## src/mtc_pkg.sv

```systemverilog
`timescale 1ns / 1ps

package mtc_pkg;

  // Sizing of the count matrix
  localparam int MAX_CATEGORIES = 8;
  localparam int COUNT_BITS     = 16;

  localparam int DEPTH   = MAX_CATEGORIES * MAX_CATEGORIES;
  localparam int ADDR_W  = $clog2(DEPTH);
  localparam int ROW_W   = (MAX_CATEGORIES > 1) ? $clog2(MAX_CATEGORIES) : 1;
  localparam int CAT_W   = $clog2(MAX_CATEGORIES + 1);

  // Fixed field widths
  localparam int CODE_W  = 8;
  localparam int CFG_W   = 4;
  localparam int LABEL_W = 4;
  localparam int PAIR_W  = 16;
  localparam int WIDE_W  = (COUNT_BITS > PAIR_W) ? COUNT_BITS : PAIR_W;

  localparam logic [COUNT_BITS-1:0] COUNT_MAX = '1;
  localparam logic [CFG_W-1:0]      CFG_RESET = CFG_W'(8);

  typedef struct packed {
    logic              en;
    logic [ADDR_W-1:0] addr;
  } rd_req_t;

  typedef struct packed {
    logic                  en;
    logic [ADDR_W-1:0]     addr;
    logic [COUNT_BITS-1:0] data;
  } wr_req_t;

  typedef struct packed {
    logic              start;
    logic [CAT_W-1:0]  n;
    logic [CODE_W-1:0] first;
  } start_t;

  typedef enum logic [1:0] {
    RO_IDLE,
    RO_READ,
    RO_LOAD,
    RO_SEND
  } ro_state_t;

  function automatic logic [ADDR_W-1:0] entry_addr(input logic [ROW_W-1:0] row,
                                                   input logic [ROW_W-1:0] col);
    return ADDR_W'(row) * ADDR_W'(MAX_CATEGORIES) + ADDR_W'(col);
  endfunction

  function automatic logic in_range(input logic [CODE_W-1:0] code,
                                    input logic [CAT_W-1:0]  n);
    return (code != '0) && (code <= CODE_W'(n));
  endfunction

  function automatic logic [PAIR_W-1:0] sat_out(input logic [COUNT_BITS-1:0] v);
    logic [WIDE_W-1:0] wide;
    wide = WIDE_W'(v);
    if (wide > WIDE_W'({PAIR_W{1'b1}})) begin
      return '1;
    end
    return PAIR_W'(wide);
  endfunction

endpackage

```

## src/mtc_if.sv

```systemverilog
`timescale 1ns / 1ps

interface mtc_in_if;
  logic                      valid;
  logic                      ready;
  logic [mtc_pkg::CODE_W-1:0] sample_code;
  logic                      is_missing;
  logic [mtc_pkg::CODE_W-1:0] imputed_code;
  logic                      end_of_sequence;

  modport source(output valid, sample_code, is_missing, imputed_code, end_of_sequence,
                 input ready);
  modport sink(input valid, sample_code, is_missing, imputed_code, end_of_sequence,
               output ready);
endinterface

interface mtc_out_if;
  logic                       valid;
  logic                       ready;
  logic [mtc_pkg::LABEL_W-1:0] from_category;
  logic [mtc_pkg::LABEL_W-1:0] to_category;
  logic [mtc_pkg::PAIR_W-1:0]  pair_count;
  logic [mtc_pkg::CODE_W-1:0]  first_code;
  logic                       last_entry;

  modport source(output valid, from_category, to_category, pair_count, first_code,
                 last_entry, input ready);
  modport sink(input valid, from_category, to_category, pair_count, first_code,
               last_entry, output ready);
endinterface

interface mtc_cfg_if;
  logic                      valid;
  logic                      ready;
  logic [mtc_pkg::CFG_W-1:0] category_count;

  modport source(output valid, category_count, input ready);
  modport sink(input valid, category_count, output ready);
endinterface

```

## src/mtc_store.sv

```systemverilog
`timescale 1ns / 1ps

module mtc_store (
  input  logic                           clk,
  input  logic                           rst,
  input  mtc_pkg::rd_req_t               rd,
  input  mtc_pkg::wr_req_t               wr,
  input  logic                           clear,
  output logic [mtc_pkg::COUNT_BITS-1:0] rd_data
);

  logic [mtc_pkg::COUNT_BITS-1:0] mem [mtc_pkg::DEPTH];
  logic [mtc_pkg::DEPTH-1:0]      written;
  logic [mtc_pkg::COUNT_BITS-1:0] rd_raw;
  logic                           rd_hit;

  always_ff @(posedge clk) begin
    if (wr.en) begin
      mem[wr.addr] <= wr.data;
    end
    if (rd.en) begin
      rd_raw <= mem[rd.addr];
    end
  end

  // Entries never written since the last clear read as zero
  always_ff @(posedge clk) begin
    if (rst || clear) begin
      written <= '0;
    end else if (wr.en) begin
      written[wr.addr] <= 1'b1;
    end
  end

  always_ff @(posedge clk) begin
    if (rd.en) begin
      rd_hit <= written[rd.addr];
    end
  end

  assign rd_data = rd_hit ? rd_raw : '0;

endmodule

```

## src/mtc_update.sv

```systemverilog
`timescale 1ns / 1ps

module mtc_update (
  input  logic                           clk,
  input  logic                           rst,
  mtc_in_if.sink                         samples,
  input  logic [mtc_pkg::CAT_W-1:0]      n,
  input  logic                           ro_busy,
  input  logic [mtc_pkg::COUNT_BITS-1:0] rd_data,
  output mtc_pkg::rd_req_t               rd,
  output mtc_pkg::wr_req_t               wr,
  output mtc_pkg::start_t                start
);

  logic                           accept;
  logic [mtc_pkg::CODE_W-1:0]     code;
  logic                           pair_ok;
  logic [mtc_pkg::ADDR_W-1:0]     idx;

  logic                           have_prev;
  logic [mtc_pkg::CODE_W-1:0]     prev;
  logic [mtc_pkg::CODE_W-1:0]     first;

  // Update stage: read data arrives here, write back at the end
  logic                           b_valid;
  logic                           b_count;
  logic                           b_eos;
  logic [mtc_pkg::ADDR_W-1:0]     b_idx;
  logic [mtc_pkg::CAT_W-1:0]      b_n;
  logic [mtc_pkg::CODE_W-1:0]     b_first;
  logic                           b_fwd;
  logic [mtc_pkg::COUNT_BITS-1:0] fwd_val;
  logic [mtc_pkg::COUNT_BITS-1:0] old_val;
  logic [mtc_pkg::COUNT_BITS-1:0] new_val;

  assign samples.ready = !ro_busy && !(b_valid && b_eos);
  assign accept        = samples.valid && samples.ready;
  assign code          = samples.is_missing ? samples.imputed_code : samples.sample_code;
  assign pair_ok       = have_prev && mtc_pkg::in_range(prev, n) && mtc_pkg::in_range(code, n);
  assign idx           = mtc_pkg::entry_addr(mtc_pkg::ROW_W'(prev - mtc_pkg::CODE_W'(1)),
                                             mtc_pkg::ROW_W'(code - mtc_pkg::CODE_W'(1)));

  assign rd.en   = accept && pair_ok;
  assign rd.addr = idx;

  // Take the value just written when back-to-back requests hit one entry
  assign old_val = b_fwd ? fwd_val : rd_data;
  assign new_val = (old_val == mtc_pkg::COUNT_MAX) ? old_val
                                                   : old_val + mtc_pkg::COUNT_BITS'(1);

  assign wr.en   = b_valid && b_count;
  assign wr.addr = b_idx;
  assign wr.data = new_val;

  assign start.start = b_valid && b_eos;
  assign start.n     = b_n;
  assign start.first = b_first;

  always_ff @(posedge clk) begin
    if (rst) begin
      have_prev <= 1'b0;
      prev      <= '0;
      first     <= '0;
    end else if (accept) begin
      if (samples.end_of_sequence) begin
        have_prev <= 1'b0;
        prev      <= '0;
        first     <= '0;
      end else begin
        have_prev <= 1'b1;
        prev      <= code;
        if (!have_prev) begin
          first <= code;
        end
      end
    end
  end

  always_ff @(posedge clk) begin
    if (rst) begin
      b_valid <= 1'b0;
    end else begin
      b_valid <= accept;
    end
  end

  always_ff @(posedge clk) begin
    if (accept) begin
      b_count <= pair_ok;
      b_eos   <= samples.end_of_sequence;
      b_idx   <= idx;
      b_n     <= n;
      b_first <= have_prev ? first : code;
      b_fwd   <= b_valid && b_count && (b_idx == idx);
      fwd_val <= new_val;
    end
  end

endmodule

```

## src/mtc_readout.sv

```systemverilog
`timescale 1ns / 1ps

module mtc_readout (
  input  logic                           clk,
  input  logic                           rst,
  input  mtc_pkg::start_t                start,
  input  logic [mtc_pkg::COUNT_BITS-1:0] rd_data,
  output mtc_pkg::rd_req_t               rd,
  output logic                           clear,
  output logic                           busy,
  mtc_out_if.source                      results
);

  mtc_pkg::ro_state_t             state;
  mtc_pkg::ro_state_t             state_next;

  logic [mtc_pkg::ROW_W-1:0]      r;
  logic [mtc_pkg::ROW_W-1:0]      c;
  logic [mtc_pkg::ROW_W-1:0]      r_next;
  logic [mtc_pkg::ROW_W-1:0]      c_next;
  logic [mtc_pkg::CAT_W-1:0]      n_q;
  logic [mtc_pkg::CODE_W-1:0]     first_q;
  logic                           c_end;
  logic                           r_end;
  logic                           advance;

  logic [mtc_pkg::LABEL_W-1:0]    out_from;
  logic [mtc_pkg::LABEL_W-1:0]    out_to;
  logic [mtc_pkg::PAIR_W-1:0]     out_count;
  logic                           out_last;

  assign c_end   = (mtc_pkg::CAT_W'(c) + mtc_pkg::CAT_W'(1)) == n_q;
  assign r_end   = (mtc_pkg::CAT_W'(r) + mtc_pkg::CAT_W'(1)) == n_q;
  assign c_next  = c_end ? '0 : c + mtc_pkg::ROW_W'(1);
  assign r_next  = c_end ? r + mtc_pkg::ROW_W'(1) : r;
  assign advance = (state == mtc_pkg::RO_SEND) && results.ready;

  always_comb begin
    state_next = state;
    case (state)
      mtc_pkg::RO_IDLE: begin
        if (start.start && (start.n != '0)) begin
          state_next = mtc_pkg::RO_READ;
        end
      end
      mtc_pkg::RO_READ: state_next = mtc_pkg::RO_LOAD;
      mtc_pkg::RO_LOAD: state_next = mtc_pkg::RO_SEND;
      mtc_pkg::RO_SEND: begin
        if (results.ready) begin
          state_next = out_last ? mtc_pkg::RO_IDLE : mtc_pkg::RO_LOAD;
        end
      end
      default: state_next = mtc_pkg::RO_IDLE;
    endcase
  end

  always_comb begin
    rd.en   = 1'b0;
    rd.addr = mtc_pkg::entry_addr(r, c);
    clear   = 1'b0;
    case (state)
      mtc_pkg::RO_IDLE: clear = start.start && (start.n == '0);
      mtc_pkg::RO_READ: rd.en = 1'b1;
      mtc_pkg::RO_LOAD: rd.en = 1'b0;
      mtc_pkg::RO_SEND: begin
        // Fetch the next entry while the current one leaves
        rd.en   = results.ready && !out_last;
        rd.addr = mtc_pkg::entry_addr(r_next, c_next);
        clear   = results.ready && out_last;
      end
      default: rd.en = 1'b0;
    endcase
  end

  assign busy                  = (state != mtc_pkg::RO_IDLE);
  assign results.valid         = (state == mtc_pkg::RO_SEND);
  assign results.from_category = out_from;
  assign results.to_category   = out_to;
  assign results.pair_count    = out_count;
  assign results.first_code    = first_q;
  assign results.last_entry    = out_last;

  always_ff @(posedge clk) begin
    if (rst) begin
      state <= mtc_pkg::RO_IDLE;
    end else begin
      state <= state_next;
    end
  end

  always_ff @(posedge clk) begin
    if ((state == mtc_pkg::RO_IDLE) && start.start) begin
      r       <= '0;
      c       <= '0;
      n_q     <= start.n;
      first_q <= start.first;
    end else if (advance) begin
      r <= r_next;
      c <= c_next;
    end
  end

  always_ff @(posedge clk) begin
    if (state == mtc_pkg::RO_LOAD) begin
      out_from  <= mtc_pkg::LABEL_W'(mtc_pkg::CAT_W'(r) + mtc_pkg::CAT_W'(1));
      out_to    <= mtc_pkg::LABEL_W'(mtc_pkg::CAT_W'(c) + mtc_pkg::CAT_W'(1));
      out_count <= mtc_pkg::sat_out(rd_data);
      out_last  <= r_end && c_end;
    end
  end

endmodule

```

## src/markov_transition_counter.sv

```systemverilog
`timescale 1ns / 1ps

// Markov transition counter. Each sample request carries a category code, a
// missing flag and an imputed code; a missing sample takes the imputed code.
// Every consecutive pair of codes that both lie in 1..n (n as below) bumps a
// saturating count at (previous, current) in a 64-entry count memory with a
// registered read. Non-final samples are taken back to back: a read is issued
// at acceptance and the write-back happens in the next cycle, overlapped with
// the next request, with forwarding when both touch the same entry. The sample
// marked end_of_sequence is followed by a readout of n*n result requests in
// row-major order (n is category_count limited to the matrix size), each
// carrying the sequence's first code, with last_entry on the final one. The
// readout takes one memory read per entry: it passes through READ, LOAD and
// SEND for the first result, then alternates LOAD and SEND while the sink is
// ready. No samples are taken during the readout. The matrix clears as the
// last result leaves (at once for n = 0), so no sweep is needed, and the next
// sample starts a new sequence. Write category_count only while the block is
// idle; the configuration channel is always ready.
module markov_transition_counter (
  input  logic      clk,
  input  logic      rst,
  mtc_cfg_if.sink   cfg,
  mtc_in_if.sink    samples,
  mtc_out_if.source results
);

  logic [mtc_pkg::CFG_W-1:0]      category_count;
  logic [mtc_pkg::CAT_W-1:0]      n;

  mtc_pkg::rd_req_t               up_rd;
  mtc_pkg::rd_req_t               ro_rd;
  mtc_pkg::rd_req_t               rd;
  mtc_pkg::wr_req_t               wr;
  mtc_pkg::start_t                start;
  logic                           ro_busy;
  logic                           clear;
  logic [mtc_pkg::COUNT_BITS-1:0] rd_data;

  // Configuration: one register, always ready
  assign cfg.ready = 1'b1;

  always_ff @(posedge clk) begin
    if (rst) begin
      category_count <= mtc_pkg::CFG_RESET;
    end else if (cfg.valid) begin
      category_count <= cfg.category_count;
    end
  end

  // Limit the category count to the matrix size
  always_comb begin
    if (32'(category_count) > mtc_pkg::MAX_CATEGORIES) begin
      n = mtc_pkg::CAT_W'(mtc_pkg::MAX_CATEGORIES);
    end else begin
      n = mtc_pkg::CAT_W'(category_count);
    end
  end

  // The read port belongs to the readout while it runs; no sample is taken then
  assign rd = ro_busy ? ro_rd : up_rd;

  mtc_update u_update (
    .clk     (clk),
    .rst     (rst),
    .samples (samples),
    .n       (n),
    .ro_busy (ro_busy),
    .rd_data (rd_data),
    .rd      (up_rd),
    .wr      (wr),
    .start   (start)
  );

  mtc_store u_store (
    .clk     (clk),
    .rst     (rst),
    .rd      (rd),
    .wr      (wr),
    .clear   (clear),
    .rd_data (rd_data)
  );

  mtc_readout u_readout (
    .clk     (clk),
    .rst     (rst),
    .start   (start),
    .rd_data (rd_data),
    .rd      (ro_rd),
    .clear   (clear),
    .busy    (ro_busy),
    .results (results)
  );

endmodule

```

## src/flat_wrapper.sv

```systemverilog
// flat-port wrapper written by rule: the top's interface ports become plain ports
module markov_transition_counter_flat 
  (clk, rst, cfg_valid, cfg_category_count, cfg_ready, samples_valid, samples_sample_code, samples_is_missing, samples_imputed_code, samples_end_of_sequence, samples_ready, results_valid, results_from_category, results_to_category, results_pair_count, results_first_code, results_last_entry, results_ready);
  mtc_cfg_if cfg_i ();
  mtc_in_if samples_i ();
  mtc_out_if results_i ();
  input  logic clk;
  input  logic rst;
  input wire logic [$bits(cfg_i.valid)-1:0] cfg_valid;
  input wire logic [$bits(cfg_i.category_count)-1:0] cfg_category_count;
  output wire logic [$bits(cfg_i.ready)-1:0] cfg_ready;
  input wire logic [$bits(samples_i.valid)-1:0] samples_valid;
  input wire logic [$bits(samples_i.sample_code)-1:0] samples_sample_code;
  input wire logic [$bits(samples_i.is_missing)-1:0] samples_is_missing;
  input wire logic [$bits(samples_i.imputed_code)-1:0] samples_imputed_code;
  input wire logic [$bits(samples_i.end_of_sequence)-1:0] samples_end_of_sequence;
  output wire logic [$bits(samples_i.ready)-1:0] samples_ready;
  output wire logic [$bits(results_i.valid)-1:0] results_valid;
  output wire logic [$bits(results_i.from_category)-1:0] results_from_category;
  output wire logic [$bits(results_i.to_category)-1:0] results_to_category;
  output wire logic [$bits(results_i.pair_count)-1:0] results_pair_count;
  output wire logic [$bits(results_i.first_code)-1:0] results_first_code;
  output wire logic [$bits(results_i.last_entry)-1:0] results_last_entry;
  input wire logic [$bits(results_i.ready)-1:0] results_ready;
  assign cfg_i.valid = cfg_valid;
  assign cfg_i.category_count = cfg_category_count;
  assign cfg_ready = cfg_i.ready;
  assign samples_i.valid = samples_valid;
  assign samples_i.sample_code = samples_sample_code;
  assign samples_i.is_missing = samples_is_missing;
  assign samples_i.imputed_code = samples_imputed_code;
  assign samples_i.end_of_sequence = samples_end_of_sequence;
  assign samples_ready = samples_i.ready;
  assign results_valid = results_i.valid;
  assign results_from_category = results_i.from_category;
  assign results_to_category = results_i.to_category;
  assign results_pair_count = results_i.pair_count;
  assign results_first_code = results_i.first_code;
  assign results_last_entry = results_i.last_entry;
  assign results_i.ready = results_ready;
  markov_transition_counter u_core (.clk(clk), .rst(rst), .cfg(cfg_i), .samples(samples_i), .results(results_i));
endmodule
```

## config.mk

```make
export PLATFORM = sky130hd
export DESIGN_NAME = markov_transition_counter_flat
export DESIGN_NICKNAME = d
export VERILOG_FILES = /design/src/mtc_pkg.sv /design/src/mtc_if.sv /design/src/mtc_store.sv /design/src/mtc_update.sv /design/src/mtc_readout.sv /design/src/markov_transition_counter.sv /design/src/flat_wrapper.sv
export SDC_FILE = /design/constraint.sdc
export NUM_CORES = 2
export LEC_CHECK = 0
export BUFFER_PORTS_ARGS = -buffer_cell sky130_fd_sc_hd__buf_2
export CORE_ASPECT_RATIO = 1.1
export CORE_MARGIN = 4
export CORE_UTILIZATION = 63
export DETAILED_ROUTE_END_ITERATION = 16
export GPL_TIMING_DRIVEN = 0
export PLACE_DENSITY = 0.77
export SLEW_MARGIN = 10
export SYNTH_ARGS = -nofsm -noshare
export SYNTH_HDL_FRONTEND = slang
export SYNTH_SLANG_ARGS = --single-unit
```

## constraint.sdc

```tcl
create_clock -name clk -period 6.3 [get_ports clk]
set_input_delay 0 -clock clk [delete_from_list [all_inputs] [get_ports clk]]
set_output_delay 0 -clock clk [all_outputs]
set_load 0.005 [all_outputs]
```

==> flow_summary_export.csv <==
group,metric,value,unit
worst_setup_path,path_class,"flop to flop",
pwr,p_leak,19.2,nW
timing,rsz0062_at_grt,"no",
synthesis,syn_area,48000,um2
timing,slew_headroom,-1.25,%
global_routing,grt_max_degree,66,
pwr,p_int,16.8,mW
detailed_routing,wl,137,mm
clocking,clk_path_buf_depth,3,
pwr,p_per_area,492,nW/um2
global_routing,antenna_found_initial,9,
worst_setup_path,crit_family,"compound AO/OA/AOI/OAI gates",
synthesis,synth_top_area_cell,"edfxtp_1",
floorplan,core.rowCount,105,
global_routing,grt_pass1_wl,199,mm
worst_setup_path,endpoint,"u_core.u_store.rd_raw[6]",
worst_setup_path,cp_max_fo,10,
worst_setup_path,cp.depth,11,
worst_setup_path,reg2regPathDepth,11,
floorplan,core_area,75100,um2
synthesis,synth-edff-count,1115,
worst_setup_path,path_cells,"ha_1 -> xor2_1 -> a211o_1 -> o41ai_4 -> buf_2 -> buf_1 -> clkbuf_1 -> a22oi_1 -> a32oi_1 -> a21oi_1 -> or4_1",
synthesis,ys_seq_elements,1209,
pwr,power,27.3,mW
timing,finalCritPeriodShare,92.7,%
detailed_routing,drt_iter0_markers,4583,
clocking,clock-root-buffer,"clkbuf_16",
synthesis,synth_area_leaders,"edfxtp_1 70%, nand2_1 5.7%, a21oi_1 5.2%, dfxtp_1 3.9%, mux2i_1 3.3%",
layout,drive_above_1_share,12.0,%
placed_design,gp_congestion,0.975,
placed_design,io_buffers,58,
synthesis,ys_top_cells_by_count,"1115 x edfxtp_1, 728 x nand2_1, 500 x a21oi_1",
detailed_routing,wl_per_cell,27.8,um
synthesis,yosysSeqAreaShare,73.6,%
clocking,cts_tree,"yes",
timing,maxSlewViolCount,6,
worst_setup_path,required,6.69,ns
worst_setup_path,crit_arrival,6.23,ns
status,violations,"capacitance limit, slew limit",
synthesis,synth_warnings,0,
clocking,clk_pin_slew,0.07,ns
timing,layout_min_cycle_time,5.84,ns
worst_setup_path,worstSetupStartpoint,"u_core.u_readout.c[1]",
global_routing,grt_pass1_vias,31100,
status,status,"complete, but fails checks",
synthesis,synthFlopType,"edfxtp_1",
pwr,clock_power_share,26.4,%
worst_setup_path,crit_path_start_kind,"flop",
worst_setup_path,cp_num_buf_inv,3,
pwr,combPwrFrac,37.7,%
clocking,h-tree-depth,3,
min_path,hold_path.class,"input port to flop",
synthesis,postSynth.asyncResetShare,0,%
clocking,postCtsResizedCells,0,
detailed_routing,drt_pass1_iterations,6,
synthesis,yosysTopAreaCellShare,69.7,%
floorplan,start_util,63.9,%
pwr,switchingPower,10.6,mW
detailed_routing,ant_nets,0,
pwr,ir_drop,0.401,mV
floorplan,dieWidth,271,um
synthesis,yosysMostFrequentCell,"edfxtp_1",
timing,max_freq,171,MHz
clocking,cts_setup_buffers,0,
flow_run,drv_cap,1,
global_routing,overflow,0,
synthesis,syn_avg_cell_area,13.6,um2
pwr,power_switching_share,38.6,%
floorplan,die_y,298,um
clocking,cts.sink_count,1209,
floorplan,pin_count,63,
timing,setup_viol,0,
worst_setup_path,slowest_stage,"o41ai_4",
layout,finalCoreUtilization,74.0,%
global_routing,grt_usage,33.3,%
synthesis,yosysUniqueCellTypes,58,
synthesis,synthCells,3521,
detailed_routing,vias,32400,
worst_setup_path,r2r_end,"u_core.u_store.rd_raw[6]",
worst_setup_path,rr_startpoint,"u_core.u_readout.c[1]",
timing,clock_skew,0.0272,ns
worst_setup_path,r2r_setup_slack,0.46,ns
timing,hold_viol,0,
timing,holdWs,0.0734,ns
placed_design,post-dp-hpwl,94.2,mm
worst_setup_path,cp_slowest_stage_delay,0.84,ns
layout,fin_nets,3852,
timing,tightest_slew,1.51,ns
detailed_routing,drc,0,
worst_setup_path,end_kind,"flop",
synthesis,postSynthNetCount,3565,
layout,syn2layout_area_growth,15.7,%
floorplan,dieArea,80700,um2
clocking,ctsHoldBuffers,32,
clocking,clk_latency,0.69,ns
detailed_routing,vias_per_cell,6.58,
layout,fillers,4580,
clocking,cts_buffers,114,
pwr,seq_power_share,35.9,%
==> placed cells by master, fill, tap and decap left out, types with 30 or more instances in the layout <==
cell and count:
edfxtp_1 1115, nand2_1 728, a21oi_1 496, clkbuf_1 179, mux2i_1 154, a22oi_1 146, a32oi_1 137, clkbuf_16 119
buf_2 95, dfxtp_1 94, nor2_2 66, o21a_1 66, nor2_1 54, buf_8 41, dlygate4sd3_1 32, buf_1 30
==> layout make-up <==
| class | instances | area [um2] | share of cell area [%] |
|---|---|---|---|
| clock buffer | 153 | 3240 | 5.82 |
| inverter | 29 | 109 | 0.196 |
| clock inverter | 62 | 739 | 1.33 |
| sequential | 1209 | 35400 | 63.6 |
| buffer | 231 | 943 | 1.70 |
| tap | 1016 | 1270 | 2.29 |
| multi-input combinational | 2052 | 12000 | 21.5 |
| antenna | 3 | 7.51 | 0.0135 |
| timing repair buffer | 171 | 1960 | 3.53 |
==> state kept, by name, indices dropped and copies added (netlist names), 2 cells and up <==
name	cells
u_core.u_update.first	8
u_core.u_store.mem	1024
u_core.u_update.prev	8
u_core.u_readout.results.from_category	4
u_core.u_update.b_n	4
u_core.u_readout.r	3
u_core.u_readout.n_q	4
u_core.u_update.fwd_val	16
u_core.u_update.b_first	8
u_core.u_readout.results.to_category	4
u_core.u_store.written	64
u_core.u_readout.c	3
u_core.u_store.rd_raw	16
u_core.u_update.b_idx	6
u_core.u_readout.state	2
u_core.u_readout.results.first_code	8
u_core.u_readout.results.pair_count	16
u_core.category_count	4
==> kinds of logic after synthesis <==
group	synth area share, %
compound gates	11.6
xor+xnor	0.581
fa+ha+maj	0.443
buf+inv	2.19
flops	73.6
mux	3.55
other cells	0.00781
simple gates	7.97
==> tightest hold or removal path: stages <==
cell     delay, ns
buf_2         0.08
mux2i_1       0.11
ha_1          0.34
inv_1         0.10
==> stage by stage <==
stage / instance area, um2 / instances / setup WS, ns / TNS [ns]
after global placement: 49600 / 4595 / -3.30 / -1957.19
after floorplan: 48000 / 3521 / 1.13 / 0
final: 55600 / 4926 / 0.462 / 0
after detailed placement: 51300 / 4675 / 0.678 / 0
after global routing: 55600 / 4923 / 0.553 / 0
after CTS: 55600 / 4922 / 0.601 / 0
==> per-layer routing <==
layer | GRT usage (%) | vias to the layer above | share of wire, %
met2 | 51.5 | 2278 | 46
met5 | 0 | - | 0.032
met1 | 44.1 | 15800 | 36
met4 | 18.6 | 6 | 6.6
li1 | - | 13800 | -
met3 | 8.05 | 469 | 12
==> worst min path at each step <==
stage	startpoint	endpoint	slack [ns]	cells past startpoint
5_1_grt	samples_imputed_code[1]	u_core.u_update.b_idx[1]	0.10	4
2_1_floorplan	samples_end_of_sequence	u_core.u_update.b_eos	0.1	0
4_1_cts	samples_imputed_code[1]	u_core.u_update.b_idx[1]	0.06	4
3_5_place_dp	samples_end_of_sequence	u_core.u_update.b_eos	0.21	1
6_report	samples_imputed_code[1]	u_core.u_update.b_idx[1]	0.07	4
3_3_place_gp	samples_end_of_sequence	u_core.u_update.b_eos	0.20	1
==> power groups by stage <==
stage / logic [mW] / clock network [mW] / registers, mW
6_report: 10.3 / 7.22 / 9.82
5_1_grt: 10.7 / 7.57 / 9.82
4_1_cts: 9.88 / 7.21 / 9.81
3_5_place_dp: 9.76 / 0 / 9.98
3_3_place_gp: 9.05 / 0 / 10.2
2_1_floorplan: 5.33 / 0 / 10.0
No activity file was read; power rests on OpenSTA's default activity.
